## src/design/chpw_pkg.sv

```systemverilog
// Package for the crosshair overlay pixel writer.
// Holds field widths, item kinds, register indexes, slot colours and the RGB565 packer.
// No dependencies; every other design file refers to it by scoped names.
package chpw_pkg;

  localparam int SLOT_COUNT = 8;
  localparam int COLOUR_DEPTH = 8;
  localparam int POS_W = 16;
  localparam int SIZE_W = 13;
  localparam int PITCH_W = 16;
  localparam int OFFSET_W = 28;
  localparam int DATA_W = 32;
  localparam int MUL_W = 16;
  localparam int PROD_W = 2 * MUL_W;
  localparam int CFG_DATA_W = 16;
  localparam int CFG_INDEX_W = 2;

  typedef logic [1:0] kind_t;
  localparam kind_t KIND_SET   = 2'd0;
  localparam kind_t KIND_CLEAR = 2'd1;
  localparam kind_t KIND_DRAW  = 2'd2;

  typedef logic [CFG_INDEX_W-1:0] cfg_index_t;
  localparam cfg_index_t REG_SCREEN_WIDTH  = 2'd0;
  localparam cfg_index_t REG_SCREEN_HEIGHT = 2'd1;
  localparam cfg_index_t REG_LINE_PITCH    = 2'd2;
  localparam cfg_index_t REG_PIXEL_FORMAT  = 2'd3;

  localparam logic [SIZE_W-1:0]  RESET_WIDTH  = 13'd320;
  localparam logic [SIZE_W-1:0]  RESET_HEIGHT = 13'd240;
  localparam logic [PITCH_W-1:0] RESET_PITCH  = 16'd1280;

  localparam logic FMT_RGB565   = 1'b0;
  localparam logic FMT_XRGB8888 = 1'b1;

  typedef logic [DATA_W-1:0] colour_t;

  localparam colour_t SLOT_COLOUR [COLOUR_DEPTH] = '{
    32'h0000_00FF, 32'h00FF_0000, 32'h0000_FF00, 32'h00FF_FFFF,
    32'h00FF_00FF, 32'h00FF_FF00, 32'h0000_FFFF, 32'h0000_0001
  };

  // Keeps the top five bits of red and blue and the top six of green.
  function automatic colour_t pack565(input colour_t c);
    colour_t packed_c;
    packed_c = {16'h0000, c[23:19], c[15:10], c[7:3]};
    return packed_c;
  endfunction

endpackage

```

## src/design/chpw_cmd_if.sv

```systemverilog
// Command channel of the crosshair overlay pixel writer: valid/ready plus one item.
// Depends on chpw_pkg for field widths.
interface chpw_cmd_if;
  logic                              valid;
  logic                              ready;
  logic [1:0]                        kind;
  logic [3:0]                        slot;
  logic signed [chpw_pkg::POS_W-1:0] pos_x;
  logic signed [chpw_pkg::POS_W-1:0] pos_y;

  modport source (output valid, kind, slot, pos_x, pos_y, input ready);
  modport sink   (input valid, kind, slot, pos_x, pos_y, output ready);
endinterface

```

## src/design/chpw_pix_if.sv

```systemverilog
// Pixel write channel of the crosshair overlay pixel writer: valid/ready plus one write.
// Depends on chpw_pkg for field widths.
interface chpw_pix_if;
  logic                            valid;
  logic                            ready;
  logic [chpw_pkg::OFFSET_W-1:0]   write_offset;
  logic [chpw_pkg::DATA_W-1:0]     pixel_data;
  logic                            last_write;

  modport source (output valid, write_offset, pixel_data, last_write, input ready);
  modport sink   (input valid, write_offset, pixel_data, last_write, output ready);
endinterface

```

## src/design/chpw_mult.sv

```systemverilog
// Shared registered multiplier of the crosshair overlay pixel writer.
// Depends on chpw_pkg for operand widths.
module chpw_mult (
  input  logic                          clk,
  input  logic                          en,
  input  logic [chpw_pkg::MUL_W-1:0]    a,
  input  logic [chpw_pkg::MUL_W-1:0]    b,
  output logic [chpw_pkg::PROD_W-1:0]   prod
);

  always_ff @(posedge clk) begin
    if (en) begin
      prod <= {{chpw_pkg::MUL_W{1'b0}}, a} * {{chpw_pkg::MUL_W{1'b0}}, b};
    end
  end

endmodule

```

## src/design/crosshair_overlay_pixel_writer.sv

```systemverilog
// Crosshair overlay pixel writer, top level. Depends on chpw_pkg, chpw_cmd_if, chpw_pix_if, chpw_mult.
// Set and clear items keep the sequencer idle, so the command port stays ready.
// Per active slot a draw walks 4 multiply/clamp steps on one shared multiplier, then 5 pixel
// steps; the pixel steps are held for as long as the pixel port stalls.
// Reset (synchronous, rst high) clears all active marks, empties the output register and
// loads 320 x 240, pitch 1280, RGB565.
module crosshair_overlay_pixel_writer #(
  parameter int SLOT_COUNT = chpw_pkg::SLOT_COUNT
) (
  input  logic                                clk,
  input  logic                                rst,
  chpw_cmd_if.sink                            cmd,
  chpw_pix_if.source                          pix,
  input  logic                                cfg_we,
  input  logic [chpw_pkg::CFG_INDEX_W-1:0]    cfg_index,
  input  logic [chpw_pkg::CFG_DATA_W-1:0]     cfg_data
);

  localparam int SLOT_W = (SLOT_COUNT > 1) ? $clog2(SLOT_COUNT) : 1;
  localparam int SIZE_W = chpw_pkg::SIZE_W;
  localparam int OFF_W  = chpw_pkg::OFFSET_W;

  // Sequencer codes. A draw walks MULX -> MULY -> CLPY -> MULROW -> EMIT once per active slot.
  localparam logic [2:0] ST_IDLE   = 3'd0;
  localparam logic [2:0] ST_MULX   = 3'd1;
  localparam logic [2:0] ST_MULY   = 3'd2;
  localparam logic [2:0] ST_CLPY   = 3'd3;
  localparam logic [2:0] ST_MULROW = 3'd4;
  localparam logic [2:0] ST_EMIT   = 3'd5;

  // Pixel order within one crosshair.
  localparam logic [2:0] PH_CENTRE = 3'd0;
  localparam logic [2:0] PH_LEFT   = 3'd1;
  localparam logic [2:0] PH_RIGHT  = 3'd2;
  localparam logic [2:0] PH_UP     = 3'd3;
  localparam logic [2:0] PH_DOWN   = 3'd4;

  // Configuration registers.
  logic [SIZE_W-1:0]            screen_width;
  logic [SIZE_W-1:0]            screen_height;
  logic [chpw_pkg::PITCH_W-1:0] line_pitch;
  logic                         pixel_format;

  // Slot table. Positions are only read for active slots, so they need no reset.
  logic [chpw_pkg::POS_W-1:0] slot_pos_x [SLOT_COUNT];
  logic [chpw_pkg::POS_W-1:0] slot_pos_y [SLOT_COUNT];
  logic [SLOT_COUNT-1:0]      slot_active;

  // Sequencer state.
  logic [2:0]            state;
  logic [2:0]            phase;
  logic [SLOT_W-1:0]     cur;
  logic [SLOT_COUNT-1:0] rest;
  logic [SIZE_W-1:0]     sx;
  logic [SIZE_W-1:0]     sy;

  // Output register.
  logic                  out_valid;
  logic [OFF_W-1:0]      out_offset;
  logic [chpw_pkg::DATA_W-1:0] out_data;
  logic                  out_last;

  // Shared multiplier.
  logic                         mul_en;
  logic [chpw_pkg::MUL_W-1:0]   mul_a;
  logic [chpw_pkg::MUL_W-1:0]   mul_b;
  logic [chpw_pkg::PROD_W-1:0]  prod;

  chpw_mult u_mult (
    .clk  (clk),
    .en   (mul_en),
    .a    (mul_a),
    .b    (mul_b),
    .prod (prod)
  );

  logic cmd_fire;
  logic out_free;
  assign cmd.ready = (state == ST_IDLE);
  assign cmd_fire  = cmd.valid && cmd.ready;
  assign out_free  = !out_valid || pix.ready;

  assign pix.valid        = out_valid;
  assign pix.write_offset = out_offset;
  assign pix.pixel_data   = out_data;
  assign pix.last_write   = out_last;

  // Lowest pending slot: from the active marks when a draw starts, else from the leftovers.
  logic [SLOT_COUNT-1:0] pick_src;
  logic [SLOT_W-1:0]     pick;
  logic [SLOT_COUNT-1:0] pick_mask;
  always_comb begin
    pick_src = (state == ST_IDLE) ? slot_active : rest;
    pick = '0;
    for (int i = SLOT_COUNT - 1; i >= 0; i--) begin
      if (pick_src[i]) begin
        pick = SLOT_W'(i);
      end
    end
    pick_mask = pick_src & ~(SLOT_COUNT'(1) << pick);
  end

  // Positions are mapped to 0..size-1 by (pos + 32768) * size / 65536 with a clamp.
  logic [chpw_pkg::POS_W-1:0] bias_x;
  logic [chpw_pkg::POS_W-1:0] bias_y;
  logic [SIZE_W-1:0]          scaled;
  assign bias_x = slot_pos_x[cur] ^ {1'b1, {(chpw_pkg::POS_W-1){1'b0}}};
  assign bias_y = slot_pos_y[cur] ^ {1'b1, {(chpw_pkg::POS_W-1){1'b0}}};
  assign scaled = prod[chpw_pkg::MUL_W +: SIZE_W];

  always_comb begin
    mul_en = 1'b0;
    mul_a  = '0;
    mul_b  = '0;
    unique case (state)
      ST_MULX: begin
        mul_en = 1'b1;
        mul_a  = bias_x;
        mul_b  = {3'b000, screen_width};
      end
      ST_MULY: begin
        mul_en = 1'b1;
        mul_a  = bias_y;
        mul_b  = {3'b000, screen_height};
      end
      ST_MULROW: begin
        mul_en = 1'b1;
        mul_a  = {3'b000, sy};
        mul_b  = line_pitch;
      end
      default: begin
        mul_en = 1'b0;
      end
    endcase
  end

  // Which of the five pixels fall on the screen; the centre always does.
  logic [4:0] en;
  assign en[PH_CENTRE] = 1'b1;
  assign en[PH_LEFT]   = (sx != '0);
  assign en[PH_RIGHT]  = ({1'b0, sx} + 14'd1) < {1'b0, screen_width};
  assign en[PH_UP]     = (sy != '0);
  assign en[PH_DOWN]   = ({1'b0, sy} + 14'd1) < {1'b0, screen_height};

  // During EMIT the product register holds the row start sy * pitch.
  logic [OFF_W-1:0]   row;
  logic [OFF_W-1:0]   pitch_ext;
  logic [OFF_W-1:0]   row_sel;
  logic [SIZE_W-1:0]  x_sel;
  logic [OFF_W-1:0]   x_bytes;
  logic [OFF_W-1:0]   offset_next;
  logic [chpw_pkg::DATA_W-1:0] colour;
  logic [chpw_pkg::DATA_W-1:0] data_next;
  logic               last_next;
  logic               emit_step;
  logic               emit_load;

  assign row       = prod[OFF_W-1:0];
  assign pitch_ext = {{(OFF_W - chpw_pkg::PITCH_W){1'b0}}, line_pitch};

  always_comb begin
    row_sel = row;
    x_sel   = sx;
    unique case (phase)
      PH_CENTRE: begin
        row_sel = row;
        x_sel   = sx;
      end
      PH_LEFT: begin
        x_sel = sx - 13'd1;
      end
      PH_RIGHT: begin
        x_sel = sx + 13'd1;
      end
      PH_UP: begin
        row_sel = row - pitch_ext;
      end
      PH_DOWN: begin
        row_sel = row + pitch_ext;
      end
      default: begin
        row_sel = row;
      end
    endcase
    if (pixel_format == chpw_pkg::FMT_XRGB8888) begin
      x_bytes = OFF_W'({x_sel, 2'b00});
    end else begin
      x_bytes = OFF_W'({x_sel, 1'b0});
    end
    offset_next = row_sel + x_bytes;
  end

  assign colour    = chpw_pkg::SLOT_COLOUR[3'(cur)];
  assign data_next = (pixel_format == chpw_pkg::FMT_XRGB8888) ? colour
                                                              : chpw_pkg::pack565(colour);
  // Last write of the draw: no slot left and no later pixel of this crosshair on screen.
  assign last_next = (rest == '0) && ((en >> phase) == 5'b00001);
  assign emit_step = (state == ST_EMIT) && (!en[phase] || out_free);
  assign emit_load = (state == ST_EMIT) && en[phase] && out_free;

  // Configuration writes.
  always_ff @(posedge clk) begin
    if (rst) begin
      screen_width  <= chpw_pkg::RESET_WIDTH;
      screen_height <= chpw_pkg::RESET_HEIGHT;
      line_pitch    <= chpw_pkg::RESET_PITCH;
      pixel_format  <= chpw_pkg::FMT_RGB565;
    end else if (cfg_we) begin
      unique case (cfg_index)
        chpw_pkg::REG_SCREEN_WIDTH:  screen_width  <= cfg_data[SIZE_W-1:0];
        chpw_pkg::REG_SCREEN_HEIGHT: screen_height <= cfg_data[SIZE_W-1:0];
        chpw_pkg::REG_LINE_PITCH:    line_pitch    <= cfg_data;
        chpw_pkg::REG_PIXEL_FORMAT:  pixel_format  <= cfg_data[0];
      endcase
    end
  end

  // Slot table writes for set and clear items; out-of-range slots are dropped.
  logic slot_ok;
  assign slot_ok = ({28'd0, cmd.slot} < 32'(SLOT_COUNT));

  always_ff @(posedge clk) begin
    if (cmd_fire && slot_ok && (cmd.kind == chpw_pkg::KIND_SET)) begin
      slot_pos_x[cmd.slot[SLOT_W-1:0]] <= cmd.pos_x;
      slot_pos_y[cmd.slot[SLOT_W-1:0]] <= cmd.pos_y;
    end
  end

  always_ff @(posedge clk) begin
    if (rst) begin
      slot_active <= '0;
    end else if (cmd_fire && slot_ok) begin
      case (cmd.kind)
        chpw_pkg::KIND_SET:   slot_active[cmd.slot[SLOT_W-1:0]] <= 1'b1;
        chpw_pkg::KIND_CLEAR: slot_active[cmd.slot[SLOT_W-1:0]] <= 1'b0;
        default: ;
      endcase
    end
  end

  // Sequencer.
  logic draw_go;
  assign draw_go = cmd_fire && (cmd.kind == chpw_pkg::KIND_DRAW) &&
                   (screen_width != '0) && (screen_height != '0) && (slot_active != '0);

  always_ff @(posedge clk) begin
    if (rst) begin
      state <= ST_IDLE;
      phase <= PH_CENTRE;
      rest  <= '0;
      cur   <= '0;
    end else begin
      unique case (state)
        ST_IDLE: begin
          if (draw_go) begin
            cur   <= pick;
            rest  <= pick_mask;
            state <= ST_MULX;
          end
        end
        ST_MULX: begin
          state <= ST_MULY;
        end
        ST_MULY: begin
          state <= ST_CLPY;
        end
        ST_CLPY: begin
          state <= ST_MULROW;
        end
        ST_MULROW: begin
          phase <= PH_CENTRE;
          state <= ST_EMIT;
        end
        ST_EMIT: begin
          if (emit_step) begin
            if (phase == PH_DOWN) begin
              phase <= PH_CENTRE;
              if (rest != '0) begin
                cur   <= pick;
                rest  <= pick_mask;
                state <= ST_MULX;
              end else begin
                state <= ST_IDLE;
              end
            end else begin
              phase <= phase + 3'd1;
            end
          end
        end
        default: begin
          state <= ST_IDLE;
        end
      endcase
    end
  end

  // Scaled coordinates, clamped to the last pixel or line.
  always_ff @(posedge clk) begin
    if (state == ST_MULY) begin
      sx <= (scaled >= screen_width) ? screen_width - 13'd1 : scaled;
    end
    if (state == ST_CLPY) begin
      sy <= (scaled >= screen_height) ? screen_height - 13'd1 : scaled;
    end
  end

  // Output register: loads a write whenever it is empty or its beat is taken.
  always_ff @(posedge clk) begin
    if (rst) begin
      out_valid <= 1'b0;
    end else if (emit_load) begin
      out_valid <= 1'b1;
    end else if (pix.ready) begin
      out_valid <= 1'b0;
    end
  end

  always_ff @(posedge clk) begin
    if (emit_load) begin
      out_offset <= offset_next;
      out_data   <= data_next;
      out_last   <= last_next;
    end
  end

endmodule

```

## src/flat_wrapper.sv

```systemverilog
// flat-port wrapper written by rule: the top's interface ports become plain ports
module crosshair_overlay_pixel_writer_flat 
#(
  parameter int SLOT_COUNT = chpw_pkg::SLOT_COUNT
)
  (clk, rst, cfg_we, cfg_index, cfg_data, cmd_valid, cmd_kind, cmd_slot, cmd_pos_x, cmd_pos_y, cmd_ready, pix_valid, pix_write_offset, pix_pixel_data, pix_last_write, pix_ready);
  chpw_cmd_if cmd_i ();
  chpw_pix_if pix_i ();
  input  logic clk;
  input  logic rst;
  input  logic cfg_we;
  input  logic [chpw_pkg::CFG_INDEX_W-1:0] cfg_index;
  input  logic [chpw_pkg::CFG_DATA_W-1:0] cfg_data;
  input wire logic [$bits(cmd_i.valid)-1:0] cmd_valid;
  input wire logic [$bits(cmd_i.kind)-1:0] cmd_kind;
  input wire logic [$bits(cmd_i.slot)-1:0] cmd_slot;
  input wire logic [$bits(cmd_i.pos_x)-1:0] cmd_pos_x;
  input wire logic [$bits(cmd_i.pos_y)-1:0] cmd_pos_y;
  output wire logic [$bits(cmd_i.ready)-1:0] cmd_ready;
  output wire logic [$bits(pix_i.valid)-1:0] pix_valid;
  output wire logic [$bits(pix_i.write_offset)-1:0] pix_write_offset;
  output wire logic [$bits(pix_i.pixel_data)-1:0] pix_pixel_data;
  output wire logic [$bits(pix_i.last_write)-1:0] pix_last_write;
  input wire logic [$bits(pix_i.ready)-1:0] pix_ready;
  assign cmd_i.valid = cmd_valid;
  assign cmd_i.kind = cmd_kind;
  assign cmd_i.slot = cmd_slot;
  assign cmd_i.pos_x = cmd_pos_x;
  assign cmd_i.pos_y = cmd_pos_y;
  assign cmd_ready = cmd_i.ready;
  assign pix_valid = pix_i.valid;
  assign pix_write_offset = pix_i.write_offset;
  assign pix_pixel_data = pix_i.pixel_data;
  assign pix_last_write = pix_i.last_write;
  assign pix_i.ready = pix_ready;
  crosshair_overlay_pixel_writer #(.SLOT_COUNT(SLOT_COUNT)) u_core (.clk(clk), .rst(rst), .cmd(cmd_i), .pix(pix_i), .cfg_we(cfg_we), .cfg_index(cfg_index), .cfg_data(cfg_data));
endmodule
```

## config.mk

```make
export PLATFORM = sky130hd
export DESIGN_NAME = crosshair_overlay_pixel_writer_flat
export DESIGN_NICKNAME = d
export VERILOG_FILES = /design/src/design/chpw_pkg.sv /design/src/design/chpw_cmd_if.sv /design/src/design/chpw_pix_if.sv /design/src/design/chpw_mult.sv /design/src/design/crosshair_overlay_pixel_writer.sv /design/src/flat_wrapper.sv
export SDC_FILE = /design/constraint.sdc
export NUM_CORES = 1
export LEC_CHECK = 0
export BUFFER_PORTS_ARGS = -buffer_cell sky130_fd_sc_hd__buf_2
export CAP_MARGIN = 20
export CORE_MARGIN = 1
export CORE_UTILIZATION = 43
export CTS_CLUSTER_DIAMETER = 30
export CTS_CLUSTER_SIZE = 28
export DETAILED_ROUTE_END_ITERATION = 16
export MAX_ROUTING_LAYER = met4
export SYNTH_ARGS = -nofsm -noshare
export SYNTH_HDL_FRONTEND = slang
export SYNTH_SLANG_ARGS = --single-unit
export TNS_END_PERCENT = 1
```

## constraint.sdc

```tcl
create_clock -name clk -period 9.5 [get_ports clk]
set_input_delay 1.425 -clock clk [delete_from_list [all_inputs] [get_ports clk]]
set_output_delay 1.425 -clock clk [all_outputs]
set_load 0.01 [all_outputs]
```

==> results by group, run 1 <==
CTS
  • H-Tree Level Count: 3
  • Longest Clk Path Bufs: 3
  • Clk_lat worst skew: 0.67 ns
  • Clk sinks: 418
  • Clk root buf: clkbuf_16
  • CTS tree: yes
  • Cts hold-fix bufs: 0
  • TritonCTS buffer count: 87
  • Postcts setup bufs: 0
  • CTS resizes: 0
  • Clk slew on worst S/H paths: 0.05 ns

Die
  • Initial core utilization: 43.6%
  • Die H: 266 µm
  • Die ar.: 70700 µm²
  • Core region area: 68700 µm²
  • Width of the die: 266 µm
  • Row count: 96
  • Io pins: 124

Synth
  • Post-Syn Instances: 2773
  • Number of synthesized flops with an enable pin: 346
  • Async SR Flop Fraction: 0%
  • Yosys warning count: 0
  • Post-Syn Area: 29900 µm²
  • Synth Area per Inst: 10.8 µm²
  • Unique masters post-synth: 86
  • Top post-synthesis cells by area: edfxtp_1, fa_1, ha_1
  • Leading area contributor after synthesis: edfxtp_1
  • Synthesized flop and latch total: 418
  • Register area share after synthesis: 39.5%
  • Synth top area share: 34.7%
  • Main flop type after synthesis: edfxtp_1

Power
  • Clock power share: 58.2%
  • Logic gate share of total power: 5.3%
  • Overall Power: 5560 µW
  • Switching power: 1300 µW
  • Sequential group share of total power: 36.4%
  • Switch share: 23.3%
  • Worst VDD drop: 0.177 mV
  • Power per cell area: 159 nW/µm²
  • Int Pwr: 4270 µW
  • Leak: 0.0139 µW

Worst setup path
  • CP startpoint kind: flop
  • Critical Path RT: 9.86 ns
  • Crit path max-delay family: adder cells
  • Crit-path max FO: 22
  • CP peak stage delay: 0.65 ns
  • Slowest-stage cell, CP: a2111oi_0
  • Bufs and invs on worst path: 6
  • Most frequent CP cell: fa_1
  • Arr. time, crit path: 9.17 ns
  • WS Path Type: flop to flop
  • Setup crit end kind: flop

Detailed routing
  • Iteration-0 DRC count of the detailed router: 1583
  • Total wire length: 82900 µm
  • First drt pass iteration count: 6
  • DRC violations left: 0
  • Via density: 5.54
  • Via count: 21762
  • Final ANT Viol Nets: 0
  • Routed len/inst: 21.1 µm

Global route
  • Gr busiest metal: met2
  • Vias in the first global route: 22226
  • GR Layer Usage met3: 3.57%
  • Total gr overflow: 0
  • Largest net degree at the start of global routing: 74
  • GRT Total Usage: 24.7%
  • Initial antenna violation count: 4
  • First-pass GRT wire length: 129000 µm
  • Grt met1 use: 30.4%
  • GR Util met2: 40.8%

Place
  • Dpl hpwl: 62800 µm
  • DP Area: 31700 µm²
  • Port bufs: 115
  • GPL Wtd Cong: 0.965

Timing
  • Fmax: 113 MHz
  • Number of setup violations in the final report: 0
  • Final setup TNS: 0 ns
  • Fin. max-slew vios: 0
  • Final Skew: 0.0683 ns
  • Fin. Hold Viols: 0
  • Final Cycle Share: 92.7%
  • Max-slew headroom: 25.6%
  • Period minus WS final: 8.81 ns
  • RSZ-0062 raised after global routing: false
  • Worst Max-Slew Pin Slew: 1.12 ns

Finish
  • Nets: 3380
  • Multi-input gate area: 16400 µm²
  • Final instance area: 34900 µm²
  • Area grow syn2layout: 16.6%
  • Fill cell count: 6171
  • Seq. cell area: 11800 µm²
  • Layout cell share with drive strength beyond 1: 15.0%

Status
  • Status: complete, no violations

Run
  • Number of max-cap violations: 0

Hold path
  • Hold/Removal Path Class: flop to flop
-- layout by cell type, fill, tap and decap left out, drive strengths merged, types with 32 or more instances in the layout --
cell,instances
dfxtp,72
xnor2,87
nor2,261
fa,195
mux4,64
a21oi,151
ha,203
clkbuf,99
xor2,39
a22oi,32
o21ai,67
buf,174
nand3,46
nand2,287
edfxtp,346
a21o,34
inv,343
-- logic make-up (layout without fill, tap and decap cells) --
family | Yosys count | count (layout) | synth area share, %
fa+ha+maj | 398 | 398 | 21.5
buf+inv | 455 | 669 | 6.06
other cells | 2 | 15 | 0.0251
simple gates | 766 | 766 | 11.4
mux | 114 | 114 | 6.58
xor+xnor | 127 | 127 | 3.76
compound gates | 493 | 493 | 11.1
flops | 418 | 418 | 39.5
-- layout make-up --
cell class,count,share of cell area [%]
clock buffers,99,6.46
flip-flops and latches,418,33.9
diodes,4,0.0287
clock inverters,65,2.71
well taps,931,3.34
multi-input cells,1909,47.0
inverters,331,3.56
repair buffers,174,3.00
-- state kept, by name, summed over array words and instances, names as in the netlist, named ones only --
| name | count |
|---|---|
| u_core.pix.write_offset | 28 |
| u_core.sy | 13 |
| u_core.line_pitch | 16 |
| u_core.cur | 3 |
| u_core.phase | 3 |
| u_core.pixel_format | 1 |
| u_core.pix.valid | 1 |
| u_core.pix.last_write | 1 |
| u_core.u_mult.prod | 29 |
| u_core.pix.pixel_data | 6 |
| u_core.screen_width | 13 |
| u_core.screen_height | 13 |
| u_core.state | 3 |
| u_core.slot_pos_x | 128 |
| u_core.rest | 8 |
| u_core.slot_pos_y | 128 |
| u_core.sx | 13 |
-- power by group through the flow --
stage	registers [µW]	clock network (µW)	logic [µW]
global placement	2060	0	287
finish	2030	3240	297
global route	2030	3370	328
floorplan	2050	0	202
CTS	2030	3290	296
detailed placement	2060	0	294
-- metal layers --
| layer | up-vias | wire, µm |
|---|---|---|
| met1 | 10855 | 34300 |
| met3 | 155 | 4560 |
| met2 | 741 | 40600 |
| met4 | 0 | 3470 |
| met5 | - | 0 |
| li1 | 10011 | - |
-- worst paths after layout --
check                                                          start  cells after the start  slack (ns)                              endpoint
worst max-delay path                                            flop                     27        0.69      u_core.u_mult.prod[28]$_DFFE_PP_
worst min-delay path            u_core.screen_width[11]$_SDFFE_PP0P_                      2        0.49  u_core.screen_width[11]$_SDFFE_PP0P_
worst max register to register                                  flop                     27        0.69      u_core.u_mult.prod[28]$_DFFE_PP_
worst min register to register  u_core.screen_width[11]$_SDFFE_PP0P_                      2        0.49  u_core.screen_width[11]$_SDFFE_PP0P_
-- synth_stat cells (32+ instances only) --
library cell / n
edfxtp_1: 346
nor2_1: 261
a21o_1: 33
dfxtp_1: 72
mux4_2: 64
inv_1: 328
clkbuf_1: 75
a22oi_1: 32
nand3_1: 45
a21oi_1: 151
nand2_1: 287
xor2_1: 39
fa_1: 195
ha_1: 203
xnor2_1: 87
o21ai_0: 63
-- metrics by stage --
stage	util, %	hold slack (ns)	instances	setup WS (ns)
2_1_floorplan	-	0.449	2782	1.04
3_3_place_gp	46.1	0.464	3760	0.743
4_1_cts	50.7	0.489	3925	0.711
3_5_place_dp	46.1	0.467	3761	0.759
5_1_grt	50.8	0.506	3930	0.257
6_report	50.8	0.492	3931	0.689
-- worst min-delay path: cells and delay by family, from the launching register on --
kind / cells / cell delay [ns]
DFF: 1 / 0.31
AOI/OAI and AO/OA: 1 / 0.06
and+or+nand+nor: 1 / 0.06
No activity file was read; power rests on OpenSTA's default activity.
==> run 2: changes to the inputs <==
--- a/config.mk
+++ b/config.mk
@@ -9,2 +9,4 @@
 export CAP_MARGIN = 20
+export CELL_PAD_IN_SITES_DETAIL_PLACEMENT = 0
+export CELL_PAD_IN_SITES_GLOBAL_PLACEMENT = 1
 export CORE_MARGIN = 1
@@ -15,2 +17,3 @@
 export MAX_ROUTING_LAYER = met4
+export PLACE_DENSITY_LB_ADDON = 0.1
 export SYNTH_ARGS = -nofsm -noshare
--- a/constraint.sdc
+++ b/constraint.sdc
@@ -3,2 +3,2 @@
 set_output_delay 1.425 -clock clk [all_outputs]
-set_load 0.01 [all_outputs]
+set_load 0.05 [all_outputs]
==> results by group, run 2 (synthesized netlist as in run 1, its figures left out) <==
Status
  • Status: complete, no violations

Finish
  • Post-route non-filler standard cell count: 3945 (+0.36%)
  • Fill cell count: 6288 (+1.9%)
  • Nets: 3390 (+0.30%)
  • Layout cell share with drive strength beyond 1: 15.2% (+0.23 points)
  • Area grow syn2layout: 17.0%
  • Commonest non-fill, non-tap cells in the layout: edfxtp_1, inv_1, nand2_1, nor2_1, ha_1
  • Commonest non-fill, non-tap cell in the layout: edfxtp_1

Global route
  • GRT Total Usage: 25.9% (+1.2 points)
  • Total gr overflow: 0 (unchanged)
  • GR Layer Usage met3: 3.85% (+0.29 points)
  • First-pass GRT wire length: 134000 µm (+3.3%)
  • Vias in the first global route: 22301 (+0.34%)
  • Largest net degree at the start of global routing: 74 (unchanged)
  • Gr busiest metal: met2
  • GR Util met2: 43.0% (+2.2 points)
  • Initial antenna violation count: 7 (+3)
  • Grt met1 use: 32.3% (+1.9 points)

Place
  • GPL Wtd Cong: 0.938 (-2.8%)
  • Dpl hpwl: 65300 µm (+4.0%)
  • DP Cell Count: 3766 (+0.13%)
  • Port bufs: 115 (unchanged)

Detailed routing
  • Via density: 5.50 (-0.68%)
  • Routed len/inst: 22.0 µm (+4.4%)
  • Final ANT Viol Nets: 0 (unchanged)
  • Via count: 21692 (-0.32%)
  • First drt pass iteration count: 5 (-1)
  • Total wire length: 86800 µm (+4.8%)
  • DRC violations left: 0 (unchanged)
  • Iteration-0 DRC count of the detailed router: 1388 (-12%)

Power
  • Worst VDD drop: 0.151 mV (-15%)
  • Power per cell area: 161 nW/µm² (+0.99%)
  • Overall Power: 5640 µW (+1.3%)
  • Leak: 0.0139 µW (+0.30%)

Die
  • Initial core utilization: 43.6% (unchanged)
  • Core region area: 68700 µm² (unchanged)
  • Row count: 96 (unchanged)
  • Die H: 266 µm (unchanged)
  • Width of the die: 266 µm (unchanged)
  • Die ar.: 70700 µm² (unchanged)
  • Io pins: 124 (unchanged)

Worst setup path
  • Setup crit end kind: flop
  • Slowest-stage cell, CP: dfxtp_4
  • WS Path Type: flop to flop
  • CP peak stage delay: 0.70 ns (+0.05 ns)
  • Critical Path RT: 9.91 ns (+0.05 ns)
  • CP startpoint kind: flop
  • Most frequent CP cell: fa_1
  • Arr. time, crit path: 9.11 ns (-0.06 ns)
  • Crit-path max FO: 27 (+23%)

Timing
  • Fmax: 115 MHz (+1.2%)
  • Fin. Hold Viols: 0 (unchanged)
  • Number of setup violations in the final report: 0 (unchanged)
  • Final setup TNS: 0 ns (unchanged)
  • Fin. max-slew vios: 0 (unchanged)
  • Worst Max-Slew Pin Slew: 1.05 ns (-0.0632 ns)
  • Final Skew: 0.0479 ns (-0.0203 ns)
  • RSZ-0062 raised after global routing: false
  • Final Cycle Share: 91.7% (-1.1 points)
  • Hold WS: 0.492 ns (+0.000209 ns)
  • Max-slew headroom: 29.5% (+3.9 points)
  • Period minus WS final: 8.71 ns (-0.102 ns)

CTS
  • Cts hold-fix bufs: 0 (unchanged)
  • Clk root buf: clkbuf_16
  • Clk_lat worst skew: 0.66 ns (about the same)
  • CTS resizes: 0 (unchanged)
  • H-Tree Level Count: 3 (unchanged)
  • CTS tree: yes
  • TritonCTS buffer count: 93 (+6.9%)
  • Postcts setup bufs: 0 (unchanged)
  • Clk slew on worst S/H paths: 0.05 ns (about the same)
  • Clk sinks: 418 (unchanged)
  • Longest Clk Path Bufs: 3 (unchanged)

Hold path
  • Hold/Removal Path Class: flop to flop

Run
  • Number of max-cap violations: 0 (unchanged)
==> run 2: changes by cell type in the layout (fill, tap and decap cells not counted), sizes merged <==
| cell | delta |
|---|---|
| inv | -4 |
| clkinvlp | +5 |
| buf | +4 |
| clkbuf | +1 |
| bufinv | -2 |
| diode | +1 |
| clkinv | +9 |
==> run 2: final cells by class <==
type / count / area (µm²) / area share [%]
Inverter: 331 / 1240 / 3.55
Antenna cell: 5 / 12.5 / 0.0357
Tap cell: 931 / 1160 / 3.33
Multi-Input combinational cell: 1909 / 16400 / 46.8
Timing Repair Buffer: 178 / 1070 / 3.07
Clock buffer: 100 / 2360 / 6.75
Sequential cell: 418 / 11800 / 33.8
Clock inverter: 73 / 928 / 2.65
==> run 2: critical path: cells and delay by family (launching register included) <==
family / cells / cell delay (ns)
AOI/OAI and AO/OA: 11 / 2.68
xor gates and xnor gates: 1 / 0.08
buffers and inverters: 6 / 0.80
and+or+nand+nor: 2 / 0.17
adders and majority gates: 7 / 3.42
DFF: 1 / 0.70
muxes: 1 / 0.54
==> run 2: report_power, final <==
group | internal (µW) | switching [µW] | total [µW]
logic | 115 | 188 | 303
clock network | 2180 | 1130 | 3310
registers | 2000 | 25.7 | 2030
==> run 2: routing by layer <==
metal,share of wire [%],wire length [µm],up-vias
li1,-,-,10039
met1,42,36500,10923
met2,50,43200,585
met3,4.9,4270,145
met4,3.3,2870,0
met5,0,0,-
==> run 2: worst paths after layout <==
| path | startpoint | to | slack (ns) | depth (start not counted) |
|---|---|---|---|---|
| hold / removal | u_core.screen_height[10]$_SDFFE_PP0P_ | u_core.screen_height[10]$_SDFFE_PP0P_ | 0.49 | 2 |
| setup / recovery | flop | u_core.u_mult.prod[28]$_DFFE_PP_ | 0.79 | 28 |
| setup reg to reg | flop | u_core.u_mult.prod[28]$_DFFE_PP_ | 0.79 | 28 |
| hold reg to reg | u_core.screen_height[10]$_SDFFE_PP0P_ | u_core.screen_height[10]$_SDFFE_PP0P_ | 0.49 | 2 |
==> run 2: stage by stage <==
stage	instance area, µm²	setup WS, ns	utilization (%)
finish	35000	0.791	51.0
global route	35000	0.230	51.0
CTS	35000	0.744	50.9
detailed placement	31700	0.758	46.1
global placement	31700	0.842	46.1
floorplan	30000	1.04	-
